File: src/design/bafp_pkg.sv
package bafp_pkg;

    // point and angle formats
    localparam int COORD_WIDTH  = 16;
    localparam int CORDIC_STEPS = 16;
    localparam int TABLE_LEN    = 24;
    localparam int NUM_STEPS    = (CORDIC_STEPS < TABLE_LEN) ? CORDIC_STEPS : TABLE_LEN;
    localparam int SCALE_SHIFT  = 24;
    localparam int ANG_FRAC     = 20;
    localparam int DIFF_W       = COORD_WIDTH + 1;
    // headroom for cordic gain and the first add
    localparam int XY_W         = DIFF_W + SCALE_SHIFT + 3;
    // accumulator spans about -100 .. 280 degrees
    localparam int ANG_W        = 30;
    localparam int WRAP_W       = ANG_W - 1;
    localparam int OUT_W        = 17;
    localparam int RND_SHIFT    = ANG_FRAC - 8;
    localparam int Q_W          = ANG_W - RND_SHIFT;

    typedef logic signed [COORD_WIDTH-1:0] coord_t;
    typedef logic signed [DIFF_W-1:0]      diff_t;
    typedef logic signed [XY_W-1:0]        xy_t;
    typedef logic signed [ANG_W-1:0]       zang_t;
    typedef logic        [OUT_W-1:0]       bear_t;

    localparam zang_t DEG180 = ANG_W'(180 * (2 ** ANG_FRAC));
    localparam zang_t DEG360 = ANG_W'(360 * (2 ** ANG_FRAC));

    localparam bear_t BEAR_0    = OUT_W'(0);
    localparam bear_t BEAR_90   = OUT_W'(90 * 256);
    localparam bear_t BEAR_180  = OUT_W'(180 * 256);
    localparam bear_t BEAR_270  = OUT_W'(270 * 256);
    localparam int    FULL_TURN = 360 * 256;

    // atan(2^-i) in degrees, 20 fraction bits
    localparam zang_t ATAN_TAB [TABLE_LEN] = '{
        ANG_W'(47185920), ANG_W'(27855475), ANG_W'(14718068), ANG_W'(7471121),
        ANG_W'(3750058),  ANG_W'(1876857),  ANG_W'(938658),   ANG_W'(469357),
        ANG_W'(234682),   ANG_W'(117342),   ANG_W'(58671),    ANG_W'(29335),
        ANG_W'(14668),    ANG_W'(7334),     ANG_W'(3667),     ANG_W'(1833),
        ANG_W'(917),      ANG_W'(458),      ANG_W'(229),      ANG_W'(115),
        ANG_W'(57),       ANG_W'(29),       ANG_W'(14),       ANG_W'(7)
    };

    // angle plus the result of the axis cases
    typedef struct packed {
        zang_t z;
        logic  special;
        bear_t spec_val;
    } tag_t;

    typedef struct packed {
        xy_t  x;
        xy_t  y;
        tag_t tag;
    } rot_t;

endpackage

File: src/design/bafp_post.sv
module bafp_post (
    input  logic            aclk,
    input  logic            aresetn,
    input  logic            in_valid,
    output logic            in_ready,
    input  bafp_pkg::tag_t  in_data,
    output logic            out_valid,
    input  logic            out_ready,
    output bafp_pkg::bear_t out_data
);
    import bafp_pkg::*;

    localparam logic [ANG_W-1:0] RND_HALF = ANG_W'(2 ** (RND_SHIFT - 1));
    localparam logic [Q_W-1:0]   Q_FULL   = Q_W'(FULL_TURN);

    logic              w_valid_reg;
    logic [WRAP_W-1:0] zw_reg, zw_next;
    logic              sp_reg;
    bear_t             sv_reg;
    logic              o_valid_reg;
    bear_t             bear_reg, bear_next;
    logic              w_ready, o_ready;

    logic [ANG_W-1:0]  rnd;
    logic [Q_W-1:0]    q;

    assign o_ready  = !o_valid_reg || out_ready;
    assign w_ready  = !w_valid_reg || o_ready;
    assign in_ready = w_ready;

    // wrap into [0,360)
    always_comb begin
        if (in_data.z[ANG_W-1]) begin
            zw_next = WRAP_W'(in_data.z + DEG360);
        end else begin
            zw_next = WRAP_W'(in_data.z);
        end
    end

    // round half up to 1/256 degree, fold 360 back to 0
    always_comb begin
        rnd = {1'b0, zw_reg} + RND_HALF;
        q   = rnd[ANG_W-1:RND_SHIFT];
        if (sp_reg) begin
            bear_next = sv_reg;
        end else if (q >= Q_FULL) begin
            bear_next = OUT_W'(q - Q_FULL);
        end else begin
            bear_next = OUT_W'(q);
        end
    end

    always_ff @(posedge aclk) begin
        if (!aresetn) begin
            w_valid_reg <= 1'b0;
            o_valid_reg <= 1'b0;
        end else begin
            if (w_ready) begin
                w_valid_reg <= in_valid;
            end
            if (o_ready) begin
                o_valid_reg <= w_valid_reg;
            end
        end
    end

    always_ff @(posedge aclk) begin
        if (w_ready && in_valid) begin
            zw_reg <= zw_next;
            sp_reg <= in_data.special;
            sv_reg <= in_data.spec_val;
        end
        if (o_ready && w_valid_reg) begin
            bear_reg <= bear_next;
        end
    end

    assign out_valid = o_valid_reg;
    assign out_data  = bear_reg;

    a_wrapped: assert property (@(posedge aclk) disable iff (!aresetn)
        (w_valid_reg && !sp_reg) |-> ({1'b0, zw_reg} < DEG360))
        else $error("wrapped angle not below a full turn");

endmodule

File: config.mk
export PLATFORM = sky130hd
export DESIGN_NAME = bafp_post
export DESIGN_NICKNAME = d
export VERILOG_FILES = /design/src/design/bafp_pkg.sv /design/src/design/bafp_post.sv
export SDC_FILE = /design/constraint.sdc
export NUM_CORES = 1
export LEC_CHECK = 0
export BUFFER_PORTS_ARGS = -buffer_cell sky130_fd_sc_hd__buf_2
export CORE_ASPECT_RATIO = 0.8
export CORE_UTILIZATION = 41
export DETAILED_ROUTE_END_ITERATION = 8
export PLACE_DENSITY_LB_ADDON = 0.08
export SLEW_MARGIN = 5
export SYNTH_ARGS = -nofsm -noshare
export SYNTH_HDL_FRONTEND = slang
export SYNTH_SLANG_ARGS = --single-unit
File: constraint.sdc
create_clock -name aclk -period 4 [get_ports aclk]
set_input_delay 1 -clock aclk [delete_from_list [all_inputs] [get_ports aclk]]
set_output_delay 1 -clock aclk [all_outputs]
set_load 0.05 [all_outputs]
* Yosys cells after proc, flatten, opt, wreduce, memory -nomap -nowiden
Index checks and enable logic that the tools add are counted.
Storage, ports and cells: output and inout bits 19, register bits 66
Operators by class: muxes and demuxes 3, reduce and logical (&&, ||, !) cells 6, $lt $le $gt $ge 1, $add $sub $neg 3
Operators by type and width (count):
- $mux W17 | 2
- $add A29 B12 Y30 const B | 1
- $add A29 B29 Y29 const B | 1
- $mux W29 | 1
- $ge A18 B17 Y1 const B | 1
- $sub A17 B17 Y17 const B | 1
- $logic_and A1 B1 Y1 | 2
- $logic_not A1 Y1 | 2
- $logic_or A1 B1 Y1 | 2

* Depth between registers and ports, before layout
depth after elaboration 4, mapped depth 8, depth with buffers taken out 8

* Least setup slack after synthesis
Ideal clock, no wire load.
path type input-to-reg, start point input port out_ready, end point register sp_reg (enable), required time 3.603 ns, slack 1.209 ns, arrival time 2.394 ns, cell stages on the path 3, setup time 0.397 ns, buffers on the path 0, path through nor2b_1 -> nand2_1 -> and2_1
On the way: longest elaborated chain between the ends 3
RTL lines:
- start, declared | RTL line bafp_post.sv:8 | input logic out_ready,
- $logic_or A1 B1 Y1 | RTL line bafp_post.sv:27 | assign o_ready = !o_valid_reg || out_ready;
- $logic_or A1 B1 Y1 | RTL line bafp_post.sv:28 | assign w_ready = !w_valid_reg || o_ready;
- named net in_ready | RTL line bafp_post.sv:5 | output logic in_ready,
- $logic_and A1 B1 Y1 | RTL line bafp_post.sv:68 | if (w_ready && in_valid) begin
- end signal, assigned | RTL line bafp_post.sv:70 | sp_reg <= in_data.special;
- end, declared | RTL line bafp_post.sv:18 | logic sp_reg;
The timed path passes the listed nets, and every way through them passes these cells. A chain may end at the register's enable or synchronous reset.

* Worst setup path after layout
start point register zw_reg[11], end point register bear_reg[13] (netlist: out_data[13]) (data pin)
On the way: longest elaborated chain between the ends 4, elaborated cells on any way between the ends 5, classes of those cells add/sub: 2; order compare: 1; mux: 2
RTL lines:
- start, declared | RTL line bafp_post.sv:17 | logic [WRAP_W-1:0] zw_reg, zw_next;
- start signal, assigned | RTL line bafp_post.sv:69 | zw_reg <= zw_next;
- $add A29 B12 Y30 * | RTL line bafp_post.sv:42 | rnd = {1'b0, zw_reg} + RND_HALF;
- $sub A17 B17 Y17 or $ge A18 B17 Y1 (tied branches) | RTL line bafp_post.sv:47, bafp_post.sv:46
- $mux W17 * | RTL line bafp_post.sv:46 | end else if (q >= Q_FULL) begin
- $mux W17 * | RTL line bafp_post.sv:44 | if (sp_reg) begin
- named net bear_next[13] | RTL line bafp_post.sv:21 | bear_t bear_reg, bear_next;
- end signal, assigned | RTL line bafp_post.sv:74 | bear_reg <= bear_next;
- end, declared | RTL line bafp_post.sv:21
The timed path passes the listed nets; every way through them passes the cells marked *.

==> results.tsv <==
metric	value	unit
max_slew_margin	69.1	%
drt_iter0_markers	85	
grt_max_degree	37	
arrival	2.74	ns
viasPerCell	4.91	
path_cells	ha_1 > nand3_2 > or4b_1 > a41oi_2 > o22ai_1 > o31ai_4 > a21oi_1 > a211o_1	
syn-num-nets	243	
post-route-period-util	67.2	%
status	finished, final reports clean	
path_clk_slew	0.10	ns
power.internal	919	uW
whs	0.526	ns
crit_family	compound AO/OA/AOI/OAI gates	
max_stage_delay	0.57	ns
overflow	0	
fin_ws	1.31	ns
endpoint_kind	flop	
power.switching	293	uW
postCtsHoldBufs	0	
worstSkewPairLatency	0.30	ns
p_seq_share	57.8	%
cts.htree.levels	2	
synthArstFlopShare	0	%
synthesis.area	2560	sq um
cts.sinks	55	
hold_violations	0	
cts_tree	built	
period_minus_slack	2.69	ns
final-setup-viol-count	0	
path_buf_inv	0	
wl	4460	um
io_pins	71	
cp_max_fo	7	
dr.pass1.iters	4	
grt_setup_unrepaired	no	
die-height	72.6	um
synth_seq_cells	55	
start_util	42.8	%
worstPathRequired	4.05	ns
syn_to_final_growth	20.2	%
vdd_drop_max	153	uV
synth_edf_count	53	
route.detailed.drc	0	
swShare	24.2	%
grt_use_total	14.4	%
cts_root_buf	clkbuf_8	
critPathLaunchType	flop	
syn_inst	189	
slowest_stage	or4b_1	
io_buffers	59	
synth_ff_type	edfxtp_1	
grt_pass1_wl	7230	um
synth_cell_types	51	
routabilityCongestion	0.820	
skew	0.0134	ns
antenna_found_initial	0	
numCtsBuffers	5	
grt_pass1_vias	1452	
cts_setup_buffers	0	
p_total	1.21	mW
wl_per_cell	13.3	um
fmax	372	MHz
ys_seq_area_share	63.8	%
post-route-util	51.4	%
p_per_area	394	nW/um^2
n_antenna_cell	0	
leakagePower	1.12	nW
preCtsSetupSlack	1.37	ns
cts_resized	0	
avgSynthCellArea	13.5	sq um
num_vias	1651	
hpwl	3170	um
hold_class	reg2reg	
clockPowerShare	29.6	%
setup_tns	0	ns
tightest_slew	0.463	ns
comb_power_share	12.6	%
drv_slew	0	
postRouteAntennaNets	0	
yosys_warnings	0	
largest_register_ffs	18	
fp-row-count	25	
die_area	6560	sq um
fin_nets	308	
maxCapViolCount	0	
final_layout_size_suffix_gt1_share	33.3	%
crit_type	reg2reg	
core	5970	sq um
clockBufferDepth	2	
die_x	90.3	um
r2r_setup_slack	1.31	ns
## synthesized netlist by cell type (2+ instances only)
master / n / area share, %
nand3b_1: 2 / 0.59
a21oi_1: 6 / 1.2
inv_1: 2 / 0.29
o21ai_0: 12 / 2.3
nor2b_1: 4 / 0.98
nand2_1: 22 / 3.2
nand3_1: 7 / 1.4
nand2b_1: 3 / 0.73
mux2_2: 2 / 0.88
o22ai_1: 2 / 0.49
nor4_1: 2 / 0.49
edfxtp_1: 53 / 62
xnor2_1: 13 / 4.5
dfxtp_1: 2 / 1.6
nor2_1: 3 / 0.44
clkbuf_1: 4 / 0.59
o31ai_1: 2 / 0.59
o21ai_1: 3 / 0.59
nor3_1: 2 / 0.39
ha_1: 2 / 0.98
xor2_1: 9 / 3.1
nand4_1: 3 / 0.73
## power groups by stage
stage	Combinational [mW]	Sequential (mW)	Clock (mW)
2_1_floorplan	0.0727	0.743	0
4_1_cts	0.155	0.701	0.374
5_1_grt	0.168	0.705	0.399
6_report	0.153	0.701	0.359
3_3_place_gp	0.153	0.713	0
3_5_place_dp	0.155	0.713	0
## logic make-up after synthesis
group,synth area share [%]
simple gates,14.4
mux,1.27
buf+inv,1.03
compound gates,10.9
fa+ha+maj,0.979
xor+xnor,7.54
flops,63.8
## stage by stage
stage / cells / area, sq um
floorplan: 189 / 2560
global placement: 328 / 2960
detailed placement: 328 / 2960
CTS: 336 / 3070
global route: 336 / 3070
finish: 336 / 3070
## per-layer routing
metal	track usage [%]	routed length, um
met4	3.76	25
met5	0	0
met1	21.5	2300
met2	21.1	1920
met3	3.65	206
## worst paths after layout
| path | end | from | depth (start not counted) |
|---|---|---|---|
| hold reg to reg | out_valid | w_valid_reg | 1 |
| setup reg to reg | out_data[13] | zw_reg[11] | 8 |
| hold / removal | out_valid | w_valid_reg | 1 |
| setup / recovery | out_data[13] | zw_reg[11] | 8 |
## worst register-to-register path, delay by kind of cell (launching register included)
family,cells,cell delay [ns]
adders and majority gates,1,0.24
and+or+nand+nor,2,0.74
DFF,1,0.42
AOI/OAI and AO/OA,5,1.03
## final cells by class
type	count	area (sq um)
repair buffers	62	318
inverters	3	11.3
flip-flops and latches	55	1630
well taps	81	101
clock buffers	5	68.8
clock inverters	3	43.8
fillers	559	2900
multi-input cells	127	898
## layout by cell type (no fill, tap or decap), types with 2 or more instances in the layout
cell	Yosys	layout
buf_2	0	59
edfxtp_1	53	53
nand2_1	22	22
xnor2_1	13	13
o21ai_0	12	12
xor2_1	9	9
nand3_1	7	7
a21oi_1	6	6
clkbuf_8	0	5
nor2b_1	4	4
nor2_1	3	3
nand4_1	3	3
o21ai_1	3	3
nand2b_1	3	3
buf_4	0	3
nand3b_1	2	2
nor3_1	2	2
nor4_1	2	2
o22ai_1	2	2
inv_1	2	2
mux2_2	2	2
o31ai_1	2	2
ha_1	2	2
dfxtp_1	2	2
No activity file was read; power rests on OpenSTA's default activity.
