<file path="config.mk">
export PLATFORM = sky130hd
export DESIGN_NAME = bafp_prep
export DESIGN_NICKNAME = d
export VERILOG_FILES = /design/src/design/bafp_pkg.sv /design/src/design/bafp_prep.sv
export SDC_FILE = /design/constraint.sdc
export NUM_CORES = 1
export LEC_CHECK = 0
export ABC_AREA = 0
export BUFFER_PORTS_ARGS = -buffer_cell sky130_fd_sc_hd__buf_2
export CAP_MARGIN = 20
export CORE_AREA = 2 2 123 125
export DETAILED_ROUTE_END_ITERATION = 8
export DIE_AREA = 0 0 125 127
export PLACE_DENSITY_LB_ADDON = 0.15
export REMOVE_ABC_BUFFERS = 1
export SYNTH_ARGS = -nofsm -noshare
export SYNTH_HDL_FRONTEND = slang
export SYNTH_SLANG_ARGS = --single-unit
</file>
<file path="constraint.sdc">
create_clock -name aclk -period 3.6 [get_ports aclk]
set_input_delay 0.18 -clock aclk [delete_from_list [all_inputs] [get_ports aclk]]
set_output_delay 0.18 -clock aclk [all_outputs]
set_load 0.02 [all_outputs]
</file>
<file path="src/design/bafp_pkg.sv">
package bafp_pkg;

    // point and angle formats
    localparam int COORD_WIDTH  = 16;
    localparam int CORDIC_STEPS = 16;
    localparam int TABLE_LEN    = 24;
    localparam int NUM_STEPS    = (CORDIC_STEPS < TABLE_LEN) ? CORDIC_STEPS : TABLE_LEN;
    localparam int SCALE_SHIFT  = 24;
    localparam int ANG_FRAC     = 20;
    localparam int DIFF_W       = COORD_WIDTH + 1;
    // headroom for cordic gain and the first add
    localparam int XY_W         = DIFF_W + SCALE_SHIFT + 3;
    // accumulator spans about -100 .. 280 degrees
    localparam int ANG_W        = 30;
    localparam int WRAP_W       = ANG_W - 1;
    localparam int OUT_W        = 17;
    localparam int RND_SHIFT    = ANG_FRAC - 8;
    localparam int Q_W          = ANG_W - RND_SHIFT;

    typedef logic signed [COORD_WIDTH-1:0] coord_t;
    typedef logic signed [DIFF_W-1:0]      diff_t;
    typedef logic signed [XY_W-1:0]        xy_t;
    typedef logic signed [ANG_W-1:0]       zang_t;
    typedef logic        [OUT_W-1:0]       bear_t;

    localparam zang_t DEG180 = ANG_W'(180 * (2 ** ANG_FRAC));
    localparam zang_t DEG360 = ANG_W'(360 * (2 ** ANG_FRAC));

    localparam bear_t BEAR_0    = OUT_W'(0);
    localparam bear_t BEAR_90   = OUT_W'(90 * 256);
    localparam bear_t BEAR_180  = OUT_W'(180 * 256);
    localparam bear_t BEAR_270  = OUT_W'(270 * 256);
    localparam int    FULL_TURN = 360 * 256;

    // atan(2^-i) in degrees, 20 fraction bits
    localparam zang_t ATAN_TAB [TABLE_LEN] = '{
        ANG_W'(47185920), ANG_W'(27855475), ANG_W'(14718068), ANG_W'(7471121),
        ANG_W'(3750058),  ANG_W'(1876857),  ANG_W'(938658),   ANG_W'(469357),
        ANG_W'(234682),   ANG_W'(117342),   ANG_W'(58671),    ANG_W'(29335),
        ANG_W'(14668),    ANG_W'(7334),     ANG_W'(3667),     ANG_W'(1833),
        ANG_W'(917),      ANG_W'(458),      ANG_W'(229),      ANG_W'(115),
        ANG_W'(57),       ANG_W'(29),       ANG_W'(14),       ANG_W'(7)
    };

    // angle plus the result of the axis cases
    typedef struct packed {
        zang_t z;
        logic  special;
        bear_t spec_val;
    } tag_t;

    typedef struct packed {
        xy_t  x;
        xy_t  y;
        tag_t tag;
    } rot_t;

endpackage

</file>
<file path="src/design/bafp_prep.sv">
module bafp_prep (
    input  logic             aclk,
    input  logic             aresetn,
    input  logic             in_valid,
    output logic             in_ready,
    input  bafp_pkg::coord_t first_x,
    input  bafp_pkg::coord_t first_y,
    input  bafp_pkg::coord_t second_x,
    input  bafp_pkg::coord_t second_y,
    output logic             out_valid,
    input  logic             out_ready,
    output bafp_pkg::rot_t   out_data
);
    import bafp_pkg::*;

    logic  d_valid_reg;
    diff_t dx_reg, dz_reg, dx_next, dz_next;
    logic  r_valid_reg;
    rot_t  rot_reg, rot_next;
    logic  d_ready, r_ready;

    xy_t   dxw, dzw, xa, ya;
    logic  dz_neg;

    assign r_ready  = !r_valid_reg || out_ready;
    assign d_ready  = !d_valid_reg || r_ready;
    assign in_ready = d_ready;

    // differences, exact in one extra bit
    always_comb begin
        dx_next = diff_t'(first_x) - diff_t'(second_x);
        dz_next = diff_t'(first_y) - diff_t'(second_y);
    end

    // axis cases and turn into the right half plane
    always_comb begin
        dz_neg = dz_reg[DIFF_W-1];
        dxw    = xy_t'(dx_reg);
        dzw    = xy_t'(dz_reg);
        xa     = dz_neg ? -dzw : dzw;
        ya     = dz_neg ? -dxw : dxw;
        rot_next.x            = xa <<< SCALE_SHIFT;
        rot_next.y            = ya <<< SCALE_SHIFT;
        rot_next.tag.z        = dz_neg ? DEG180 : '0;
        rot_next.tag.special  = 1'b0;
        rot_next.tag.spec_val = BEAR_0;
        if (dx_reg == '0) begin
            rot_next.tag.special  = 1'b1;
            rot_next.tag.spec_val = (!dz_neg && dz_reg != '0) ? BEAR_0 : BEAR_180;
        end else if (dz_reg == '0) begin
            rot_next.tag.special  = 1'b1;
            rot_next.tag.spec_val = dx_reg[DIFF_W-1] ? BEAR_270 : BEAR_90;
        end
        if (rot_next.tag.special) begin
            rot_next.x     = '0;
            rot_next.y     = '0;
            rot_next.tag.z = '0;
        end
    end

    always_ff @(posedge aclk) begin
        if (!aresetn) begin
            d_valid_reg <= 1'b0;
            r_valid_reg <= 1'b0;
        end else begin
            if (d_ready) begin
                d_valid_reg <= in_valid;
            end
            if (r_ready) begin
                r_valid_reg <= d_valid_reg;
            end
        end
    end

    always_ff @(posedge aclk) begin
        if (d_ready && in_valid) begin
            dx_reg <= dx_next;
            dz_reg <= dz_next;
        end
        if (r_ready && d_valid_reg) begin
            rot_reg <= rot_next;
        end
    end

    assign out_valid = r_valid_reg;
    assign out_data  = rot_reg;

endmodule

</file>
**Word level (Yosys, flattened, before mapping)**

Index checks and enable logic that the tools add are counted.

- Register bits after elaboration: 172
- Output and inout bits: 138
- Input bits: 68

- Reduce and logical (&&, ||, !) cells: 12
- Bitwise operators: 1
- Muxes and demuxes: 7
- $add $sub $neg: 4

Operators by type and width:

| kind | count |
|---|---|
| negator 17 -> 20 bit | 2 |
| two-way mux 18 bit | 2 |
| logical NOT 17 bit | 2 |
| subtractor 16 x 16 -> 17 bit | 2 |
| two-way mux 16 bit | 2 |
| two-way mux 28 bit | 1 |
| two-way mux 20 bit | 1 |
| two-way mux 17 bit | 1 |
| nonzero test 17 bit | 1 |
| logical AND 1 bit | 3 |
| logical NOT 1 bit | 3 |
| logical OR 1 bit | 2 |
| OR reduction 2 bit | 1 |
| inverter 1 bit | 1 |

**Logic depth before layout (Yosys ltp)**

Gate-level depths: netlist (run 1).

- Depth after elaboration: 5
- Depth in mapped cells: 10

**Worst setup path before layout (run 1)**

Ideal clock, no wire load.

- Kind: register -> register
- From: reg r_valid_reg (netlist: out_valid)
- To: reg rot_reg, in the netlist out_data[10], enable pin
- Setup slack: 0.439 ns
- Arrival: 2.702 ns
- Setup time: 0.459 ns
- Buffers on the path: 0
- Clock period less this slack: 3.161 ns
- Cell stages (with the launch flop): 3
- Path through: dfxtp_1 nor2b_1 nor2b_1

- Cells in the longest elaborated chain, start to end: 3

RTL lines:

| item | line | RTL |
|---|---|---|
| start: declaration | bafp_prep.sv:18 | `logic r_valid_reg;` |
| start signal: assignment | bafp_prep.sv:70 | `r_valid_reg <= d_valid_reg;` |
| logical NOT 1 bit | bafp_prep.sv:25 | `assign r_ready = !r_valid_reg \|\| out_ready;` |
| logical OR 1 bit | bafp_prep.sv:25 |  |
| logical AND 1 bit | bafp_prep.sv:80 | `if (r_ready && d_valid_reg) begin` |
| end signal: assignment | bafp_prep.sv:81 | `rot_reg <= rot_next;` |
| end: declaration | bafp_prep.sv:19 | `rot_t rot_reg, rot_next;` |

No other way between the ends.
A chain may end at the register's enable or synchronous reset.

**Worst setup path in the final report (run 1)**

- From: reg dz_reg[9]
- To: reg rot_reg, in the netlist out_data[88], data pin

- Cells in the longest elaborated chain, start to end: 3

RTL lines:

| item | line | RTL |
|---|---|---|
| start: declaration | bafp_prep.sv:17 | `diff_t dx_reg, dz_reg, dx_next, dz_next;` |
| start signal: assignment | bafp_prep.sv:78 | `dz_reg <= dz_next;` |
| logical NOT 17 bit | bafp_prep.sv:50 | `end else if (dz_reg == '0) begin` |
| two-way mux 18 bit | bafp_prep.sv:50 |  |
| two-way mux 18 bit | bafp_prep.sv:47 | `if (dx_reg == '0) begin` |

No other way between the ends.

==> metrics.txt, run 1 <==
Post-synth top cells 88 x buf_4, 82 x edfxtp_1, 52 x nor2_1; Fin Setup TNS 0 ps; Final setup viols 0; Reg power frac 42.9%; post-CTS resize count 0; r2r setup slk 580 ps; cell with the most instances after synthesis buf_4; DR WL/cell 12.94 um; WL final 11.31 mm; largest cells by area after synthesis edfxtp_1 43%, buf_4 12%, ha_1 8.1%; status finished, final reports clean; Int Power 2.121 mW; Vias per Instance 4.620; htree depth 3; Starting Density 39.71%; Gate power share 23.5%; peak supply drop 243.2 uV; hold_sp aresetn; hold path depth 2; async set-or-reset flop fraction in the synthesized netlist 0%; pwr dens 457.9 mW/mm^2; clk_lat worst skew 340 ps; R2R cell count 9; Syn Std Cell Area 0.005728 mm^2; Post-route DRC 0; number of synthesized register bits 84; layout cells sized above 1 22.03%; Post-CTS Setup Inserts 0; Clock Sinks 84; Worst-Margin Slew 758.8 ps; initial drt markers 223; Clk pwr share 33.6%; Max Cap Violations 0; Setup WS post-layout 576.4 ps; RSZ-0062 raised after global routing false; CP Class flip-flop to flip-flop; r2r startpoint dz_reg[9]$_DFFE_PP_; R2R Path End out_data[88]$_SDFFCE_PP0P_; fin crit share 83.99%; hold_ws 58.45 ps; Synth top area share 42.99%; ant diodes 0; Yosys top cell by area edfxtp_1; CTS clk-pin slew, worst paths 60 ps; mean post-synth cell area 10.23 um^2; CP endpoint kind flip-flop; IO buf count 122; IO Count 206; GR Util All Layers 14.37%; dominant synthesized flop cell edfxtp_1; data required time of the worst path 3690 ps; Fin. Hold Viols 0; Clock Path Buffers 2; Worst Hold Path EP out_valid$_SDFFE_PN0P_; Final ANT Viol Nets 0; Switch Pwr 0.8872 mW; DIE WIDTH 125 um; first-pass GRT wire length 18.31 mm; Seq/Total Area, Yosys 43.69%; DP HPWL 9.197 mm; Synth Instances 560; crit start category flip-flop; Setup Skew 7.639 ps; crit-path max FO 18; row count 44; min Tclk post-route 3024 ps; met3 usage 2.680%; CTS tree built; total grt overflow 0; TritonCTS buffer count 9; Pleak 3.045 nW; Final nets 792; worst rel slew slack 48.10%; Power, Total 3.008 mW; Sw Ratio 29.50%; YS warnings 0; Area growth syn-to-layout 14.68%; CORE AREA 0.01442 mm^2; Largest register FFs 48; vias in the first global route 3,725; Hold Path Class input port to flip-flop; antenna violations before repair 0; FMAX 330.7 MHz; cts hold-fix bufs 0; largest net degree at the start of global routing 35; met1 GRT Util 19.33%; height of the die 127 um; Placer Congestion 0.8359; via count 4,038; Cell variety after synth 53; DIE AREA 0.01588 mm^2; layer with the highest usage met2; Fill cells 1,398; TritonRoute pass-1 iters 5; pre-CTS setup slack 560.7 ps; crit path DAT 3110 ps; M2 GR Usage 22.73%; number of flops mapped to enable cells by yosys 82; root buf cell clkbuf_16; Slew Viols, Final 0
-- area by class of cell --
cell class	count	area [um^2]	area share (%)
timing repair buffer	127	660.6	10.06
sequential	84	2502	38.10
clock buffer	10	239.0	3.638
inverter	51	191.4	2.914
clock inverter	6	93.84	1.429
tap	184	230.2	3.505
multi-input combinational	412	2651	40.36
-- through the flow --
stage / instances / area (um^2) / util [%]
floorplan: 547 / 5338 / -
finish: 874 / 6569 / 45.54
global route: 874 / 6569 / 45.54
detailed placement: 858 / 6236 / 43.23
global placement: 858 / 6236 / 43.23
CTS: 874 / 6569 / 45.54
-- worst max path at each step --
stage	from	endpoint	slack (ps)
floorplan	out_valid$_SDFFE_PN0P_	out_data[10]$_DFFE_PP_	440
global placement	dz_reg[9]$_DFFE_PP_	out_data[74]$_SDFFCE_PP0P_	640
detailed placement	dz_reg[9]$_DFFE_PP_	out_data[88]$_SDFFCE_PP0P_	560
CTS	dz_reg[9]$_DFFE_PP_	out_data[88]$_SDFFCE_PP0P_	560
global route	dz_reg[9]$_DFFE_PP_	out_data[88]$_SDFFCE_PP0P_	370
finish	dz_reg[9]$_DFFE_PP_	out_data[88]$_SDFFCE_PP0P_	580
-- layout by cell type, fill, tap and decap left out, types with 16 or more instances in the layout --
cell	count
nand2_1	21
conb_1	86
nor2_1	52
xnor2_1	16
o21ai_0	20
a21oi_1	23
inv_1	49
ha_1	37
buf_2	122
edfxtp_1	82
xor2_1	35
-- power by group through the flow --
stage                     Clock, mW  Combinational [mW]  Sequential (mW)
final                          1.01               0.705             1.29
after global routing           1.07               0.788             1.30
after CTS                      1.03               0.710             1.29
after detailed placement          0               0.707             1.31
after global placement            0               0.698             1.31
after floorplan                   0               0.450             1.37
-- routing by layer --
metal	vias to the layer above	share of wire, %
met2	187	45
li1	2044	-
met4	0	2.4
met5	-	0
met3	18	7.4
met1	1789	45
-- cell families after synthesis --
kind of cell             share of synthesized area, %
other                                         0.06547
AND/OR/NAND/NOR                                 10.99
multiplexers                                   0.5243
buffers and inverters                           15.73
flip-flops                                      43.69
adder cells (fa/ha/maj)                         8.781
XOR/XNOR                                        7.798
AO/OA/AOI/OAI                                   12.43
-- worst max-delay path, stage by stage (launching register included) --
cell      delay (ps)
edfxtp_1         430
or4_4            580
or4_4            430
or2_4            250
nor3_2           220
ha_1             200
nor2_1            90
clkinv_1         310
buf_12           200
nor2_1            60
(Power assumes the default switching activity.)
==> run 2, diff against run 1 <==
ABC_AREA = 1   (was 0)
CORE_AREA = 2 2 131 133   (was 2 2 123 125)
DIE_AREA = 0 0 133 135   (was 0 0 125 127)
clock period = 2.6 ns   (was 3.6 ns; I/O delays follow)
==> run 2 against run 1 <==
Against the previous run:
- routed wire length increased by 12%
- sequential power increased by 36%
- critical endpoint unchanged
- non-clock buffer count unchanged
- critical path type unchanged
==> metrics.txt, run 2 <==
Starting Density 39.50% (-0.22 points); crit-path max FO 30 (+12); Cell variety after synth 32 (-40%); async set-or-reset flop fraction in the synthesized netlist 0% (unchanged); most frequent cells in the layout 242 x nand2_1, 172 x inv_1, 122 x buf_2; Fin. Hold Viols 0 (unchanged); Post-route DRC 0 (unchanged); peak supply drop 271.9 uV (+12%); Final setup viols 0 (unchanged); Max Cap Violations 0 (unchanged); Seq/Total Area, Yosys 38.62% (-5.1 points); CP Launch Point dz_reg[0]$_DFFE_PP_; largest cells by area after synthesis edfxtp_1 38%, nand2_1 14%, buf_4 10%; Syn Std Cell Area 0.006480 mm^2 (+13%); CTS tree built; cell with the most instances after synthesis nand2_1; TritonCTS buffer count 9 (unchanged); htree depth 3 (unchanged); final design utilization 44.73% (-0.81 points); TritonRoute pass-1 iters 5 (unchanged); r2r startpoint dz_reg[0]$_DFFE_PP_; min Tclk post-route 2313 ps (-711.1 ps); Hold Path Class input port to flip-flop; mean post-synth cell area 7.483 um^2 (-27%); data required time of the worst path 2690 ps (-1000 ps); clk_lat worst skew 340 ps (about the same); CP endpoint kind flip-flop; Slew Viols, Final 0 (unchanged); height of the die 135 um (+6.3%); Setup Skew 7.306 ps (-0.3324 ps); ant diodes 0 (unchanged); CORE AREA 0.01641 mm^2 (+14%); Final ANT Viol Nets 0 (unchanged); crit start category flip-flop; status finished, final reports clean; Area growth syn-to-layout 13.25%; WL final 12.68 mm (+12%); chain of cells forming the critical path inv_1, ha_2, nand2_1, nor2_1, nand2_1, inv_1, nand3_1, inv_1, ha_1, nor2_2, buf_4, nand3_1, nand2_1; IO Count 206 (unchanged); largest net degree at the start of global routing 35 (unchanged); Final nets 1,101 (+39%); via count 5,057 (+25%); CP max stage delay 350 ps (-230 ps); DR WL/cell 10.40 um (-20%); post-CTS resize count 0 (unchanged); root buf cell clkbuf_16; Synth top area share 38.00% (-5.0 points); DIE WIDTH 133 um (+6.4%); IO buf count 122 (unchanged); DIE AREA 0.01796 mm^2 (+13%); number of flops mapped to enable cells by yosys 82 (unchanged); R2R cell count 13 (+4); Pleak 4.078 nW (+34%); R2R Path End out_data[88]$_SDFFCE_PP0P_; layout cells sized above 1 16.52% (-5.5 points); DP HPWL 10.36 mm (+13%); Vias per Instance 4.148 (-10%); FMAX 432.4 MHz (+31%); Clock Sinks 84 (unchanged); Clock Path Buffers 2 (unchanged); worst rel slew slack 63.21% (+15 points); row count 47 (+6.8%); CP Class flip-flop to flip-flop; GR Util All Layers 14.35% (-0.018 points); hold_sp aresetn; Post-synth top cells 242 x nand2_1, 172 x inv_1, 89 x buf_4; Setup WS post-layout 287.5 ps (-288.9 ps); CP endpoint out_data[88]$_SDFFCE_PP0P_; commonest non-fill, non-tap cell in the layout nand2_1; pre-CTS setup slack 292.3 ps (-268.5 ps); dominant synthesized flop cell edfxtp_1; number of synthesized register bits 84 (unchanged); Slowest cell on crit path edfxtp_1; total grt overflow 0 (unchanged); YS warnings 0 (unchanged); Worst-Margin Slew 550.6 ps (-208.2 ps); r2r setup slk 290 ps (-290 ps); Power, Total 4.218 mW (+40%); Synth Instances 866 (+55%); Largest register FFs 48 (unchanged); fin crit share 88.94% (+5.0 points); initial drt markers 238 (+6.7%); vias in the first global route 4,418 (+19%); CTS clk-pin slew, worst paths 60 ps (about the same); pwr dens 574.8 mW/mm^2 (+26%); cts hold-fix bufs 0 (unchanged); Placer Congestion 0.8278 (-0.97%); first-pass GRT wire length 20.87 mm (+14%); Post-CTS Setup Inserts 0 (unchanged); crit path DAT 2400 ps (-710 ps); RSZ-0062 raised after global routing false; antenna violations before repair 0 (unchanged); Yosys top cell by area edfxtp_1
-- run 2: how the worst min path moves through the flow --
| stage | end | slack, ps | cells past startpoint |
|---|---|---|---|
| finish | d_valid_reg$_SDFFE_PN0N_ | 90 | 3 |
| global route | d_valid_reg$_SDFFE_PN0N_ | 100 | 3 |
| CTS | d_valid_reg$_SDFFE_PN0N_ | 70 | 3 |
| detailed placement | d_valid_reg$_SDFFE_PN0N_ | 430 | 3 |
| global placement | out_valid$_SDFFE_PN0P_ | 420 | 3 |
| floorplan | d_valid_reg$_SDFFE_PN0N_ | 260 | 2 |
-- run 2: logic make-up (layout without fill, tap and decap cells) --
group	count (synthesis)	count (layout)	synth area share [%]
compound gates	74	74	5.812
buf+inv	270	318	21.34
fa+ha+maj	39	39	7.762
simple gates	384	384	24.52
flops	84	84	38.62
other cells	1	86	0.05787
xor+xnor	14	14	1.892
-- run 2: area by class of cell --
class                      instances  area, um^2
clock buffer                      11       242.7
clock inverter                     5       85.08
fill                            1691        9069
inverter                         175       656.9
multi-input combinational        597        2928
sequential                        84        2502
tap                              220       275.3
timing repair buffer             127       648.1
-- run 2: routing by layer --
layer	routed length [um]	part of all wire, %	track usage (%)
met1	6753	53	21.69
met2	4888	39	20.87
met3	866	6.8	2.365
met4	169	1.3	4.480
met5	0	0	0
-- run 2: power by group --
| group | switching [mW] | total [mW] | leakage, nW | internal (mW) |
|---|---|---|---|---|
| clock | 0.502 | 1.37 | 0.156 | 0.872 |
| combinational | 0.740 | 1.09 | 3.12 | 0.355 |
| sequential | 0.0751 | 1.75 | 0.806 | 1.67 |
-- run 2: worst max-delay path: cells and delay by family (launching register included) --
| kind | cells | cell delay, ps |
|---|---|---|
| AND/OR/NAND/NOR | 7 | 760 |
| buffers and inverters | 4 | 530 |
| adder cells (fa/ha/maj) | 2 | 420 |
| flip-flops | 1 | 350 |
-- run 2: metrics by stage --
| stage | std cells | setup TNS [ps] | hold WS (ps) | cell area (um^2) |
|---|---|---|---|---|
| 2_1_floorplan | 856 | -31630 | 261.6 | 6073 |
| 3_3_place_gp | 1203 | 0 | 421.4 | 7008 |
| 3_5_place_dp | 1203 | 0 | 428.4 | 7008 |
| 4_1_cts | 1219 | 0 | 73.42 | 7336 |
| 5_1_grt | 1219 | 0 | 103.6 | 7338 |
| 6_report | 1219 | 0 | 88.36 | 7338 |
==> run 3, diff against run 2 <==
RECOVER_POWER = 25   (was unset)
==> run 3 against run 2 <==
Against the previous run:
- sequential share of layout area is 0.26 points higher
- routed wire length is 0.33% lower
- critical path depth stayed put
- clock power hardly changed
- fmax hardly changed
- global-route usage stayed put
- first-iteration DRC count is 4.6% higher
- clock skew is 1.1 ps lower
- die area stayed put
- largest power group unchanged
==> metrics.txt, run 3 (same netlist as run 2, synthesis figures left out) <==
finished layout cell area 0.007283 mm^2 (-0.75%); pwr dens 576.4 mW/mm^2 (+0.28%); Fin. Hold Viols 0 (unchanged); Clock Sinks 84 (unchanged); htree depth 3 (unchanged); R2R cell count 13 (unchanged); DR WL/cell 10.36 um (-0.33%); CTS tree built; Placer Congestion 0.8278 (unchanged); Area growth syn-to-layout 12.40%; antenna violations before repair 0 (unchanged); Post-Layout Cell Count 1,219 (unchanged); ant diodes 0 (unchanged); clk_lat worst skew 330 ps (about the same); crit start category flip-flop; worst rel slew slack 63.54% (+0.33 points); Power, Total 4.198 mW (-0.47%); Clock Path Buffers 2 (unchanged); root buf cell clkbuf_16; Final nets 1,101 (unchanged); most frequent cells in the layout 242 x nand2_1, 172 x inv_1, 86 x conb_1; DIE AREA 0.01796 mm^2 (unchanged); Post-route DRC 0 (unchanged); Fill cells 1,703 (+0.71%); row count 47 (unchanged); WL final 12.63 mm (-0.33%); first-pass GRT wire length 20.87 mm (unchanged); crit-path max FO 30 (unchanged); vias in the first global route 4,418 (unchanged); Slew Viols, Final 0 (unchanged); Starting Density 39.50% (unchanged); Hold Path Class input port to flip-flop; initial drt markers 249 (+4.6%); Pleak 3.951 nW (-3.1%); Final setup viols 0 (unchanged); routed wl met2 5.015 mm (+2.6%); Sw Ratio 31.19% (-0.046 points); data required time of the worst path 2680 ps (about the same); CTS clk-pin slew, worst paths 60 ps (about the same); DP HPWL 10.36 mm (unchanged); placement-stage cell area 0.007008 mm^2 (unchanged); Clk pwr share 32.5% (about the same); total grt overflow 0 (unchanged); TritonCTS buffer count 9 (unchanged); layout cells sized above 1 12.11% (-4.4 points); CORE AREA 0.01641 mm^2 (unchanged); dpl cells 1,203 (unchanged); Worst-Margin Slew 545.7 ps (-4.867 ps); Multi-input gate area 0.002928 mm^2 (unchanged); fin crit share 88.95% (about the same); min Tclk post-route 2313 ps (+0.2080 ps); height of the die 135 um (unchanged); status finished, final reports clean; IO buf count 122 (unchanged); Max Cap Violations 0 (unchanged); GR Util All Layers 14.35% (unchanged); met3 WL 780 um (-9.9%); Gate power share 25.8% (-0.2 points); TritonRoute pass-1 iters 7 (+2); peak supply drop 264.4 uV (-2.7%); via count 5,013 (-0.87%); Setup Skew 6.184 ps (-1.122 ps); Int Power 2.889 mW (-0.40%); Reg power frac 41.7% (+0.2 points); Largest register FFs 48 (unchanged); r2r setup slk 290 ps (about the same); r2r startpoint dz_reg[0]$_DFFE_PP_; RSZ-0062 raised after global routing false; IO Count 206 (unchanged); crit path DAT 2390 ps (about the same); CP Launch Point dz_reg[0]$_DFFE_PP_; WL met1 6.772 mm (+0.28%); FMAX 432.4 MHz (about the same); Switch Pwr 1.309 mW (-0.61%); CP endpoint kind flip-flop; Vias per Instance 4.112 (-0.87%); DIE WIDTH 133 um (unchanged); highest metal used met4; final design utilization 44.39% (-0.34 points); R2R Path End out_data[88]$_SDFFCE_PP0P_; CP endpoint out_data[88]$_SDFFCE_PP0P_; commonest non-fill, non-tap cell in the layout nand2_1; Final ANT Viol Nets 0 (unchanged); CP Class flip-flop to flip-flop; Reg area 0.002502 mm^2 (unchanged); largest net degree at the start of global routing 35 (unchanged)
[run 3: cell count changes in the layout (fill, tap and decap cells not counted), sizes merged]
cell,before,now
buf,127,83
clkbuf,11,55
[run 3: worst min-delay path by stage]
stage,start,end,slack (ps),cells past startpoint
4_1_cts,aresetn,d_valid_reg$_SDFFE_PN0N_,70,3
3_5_place_dp,aresetn,d_valid_reg$_SDFFE_PN0N_,430,3
6_report,aresetn,d_valid_reg$_SDFFE_PN0N_,90,3
3_3_place_gp,aresetn,out_valid$_SDFFE_PN0P_,420,3
2_1_floorplan,aresetn,d_valid_reg$_SDFFE_PN0N_,260,2
5_1_grt,aresetn,d_valid_reg$_SDFFE_PN0N_,100,3
[run 3: stage by stage]
stage	hold WS (ps)	TNS, ps	setup slack [ps]
2_1_floorplan	261.6	-31630	-655.1
3_3_place_gp	421.4	0	376.4
3_5_place_dp	428.4	0	292.3
4_1_cts	73.42	0	278.7
5_1_grt	103.6	0	10.53
6_report	92.61	0	287.2
[run 3: layer usage]
metal,GRT usage (%),up-vias
met5,0,-
met4,4.480,0
met3,2.365,2
met2,20.87,174
met1,21.69,2052
li1,-,2785
[run 3: layout make-up]
class,instances,area share [%]
clock inverters,5,1.168
well taps,220,3.779
inverters,175,9.019
clock buffers,11,3.333
repair buffers,127,8.143
flip-flops and latches,84,34.36
multi-input cells,597,40.20
[run 3: power groups by stage]
stage | clock, mW | sequential (mW) | combinational [mW]
finish | 1.37 | 1.75 | 1.08
global route | 1.45 | 1.77 | 1.25
CTS | 1.41 | 1.75 | 1.10
detailed placement | 0 | 1.78 | 1.10
global placement | 0 | 1.78 | 1.09
floorplan | 0 | 1.84 | 0.736
[run 3: worst max-delay path, cell delays in order (launching register included)]
cell and delay [ps]:
edfxtp_1 350, inv_1 140, ha_2 250, nand2_1 60, nor2_1 170, nand2_1 130
inv_1 70, nand3_1 100, inv_1 90, ha_1 170, nor2_2 60, buf_4 230
nand3_1 160, nand2_1 80
[run 3: timing repair]
| item | in CTS | in global routing |
|---|---|---|
| resized for setup | 0 | 1 |
| setup buffers | 0 | 0 |
| setup endpoints to repair | 0 | 3 |
| hold buffers | 0 | 0 |
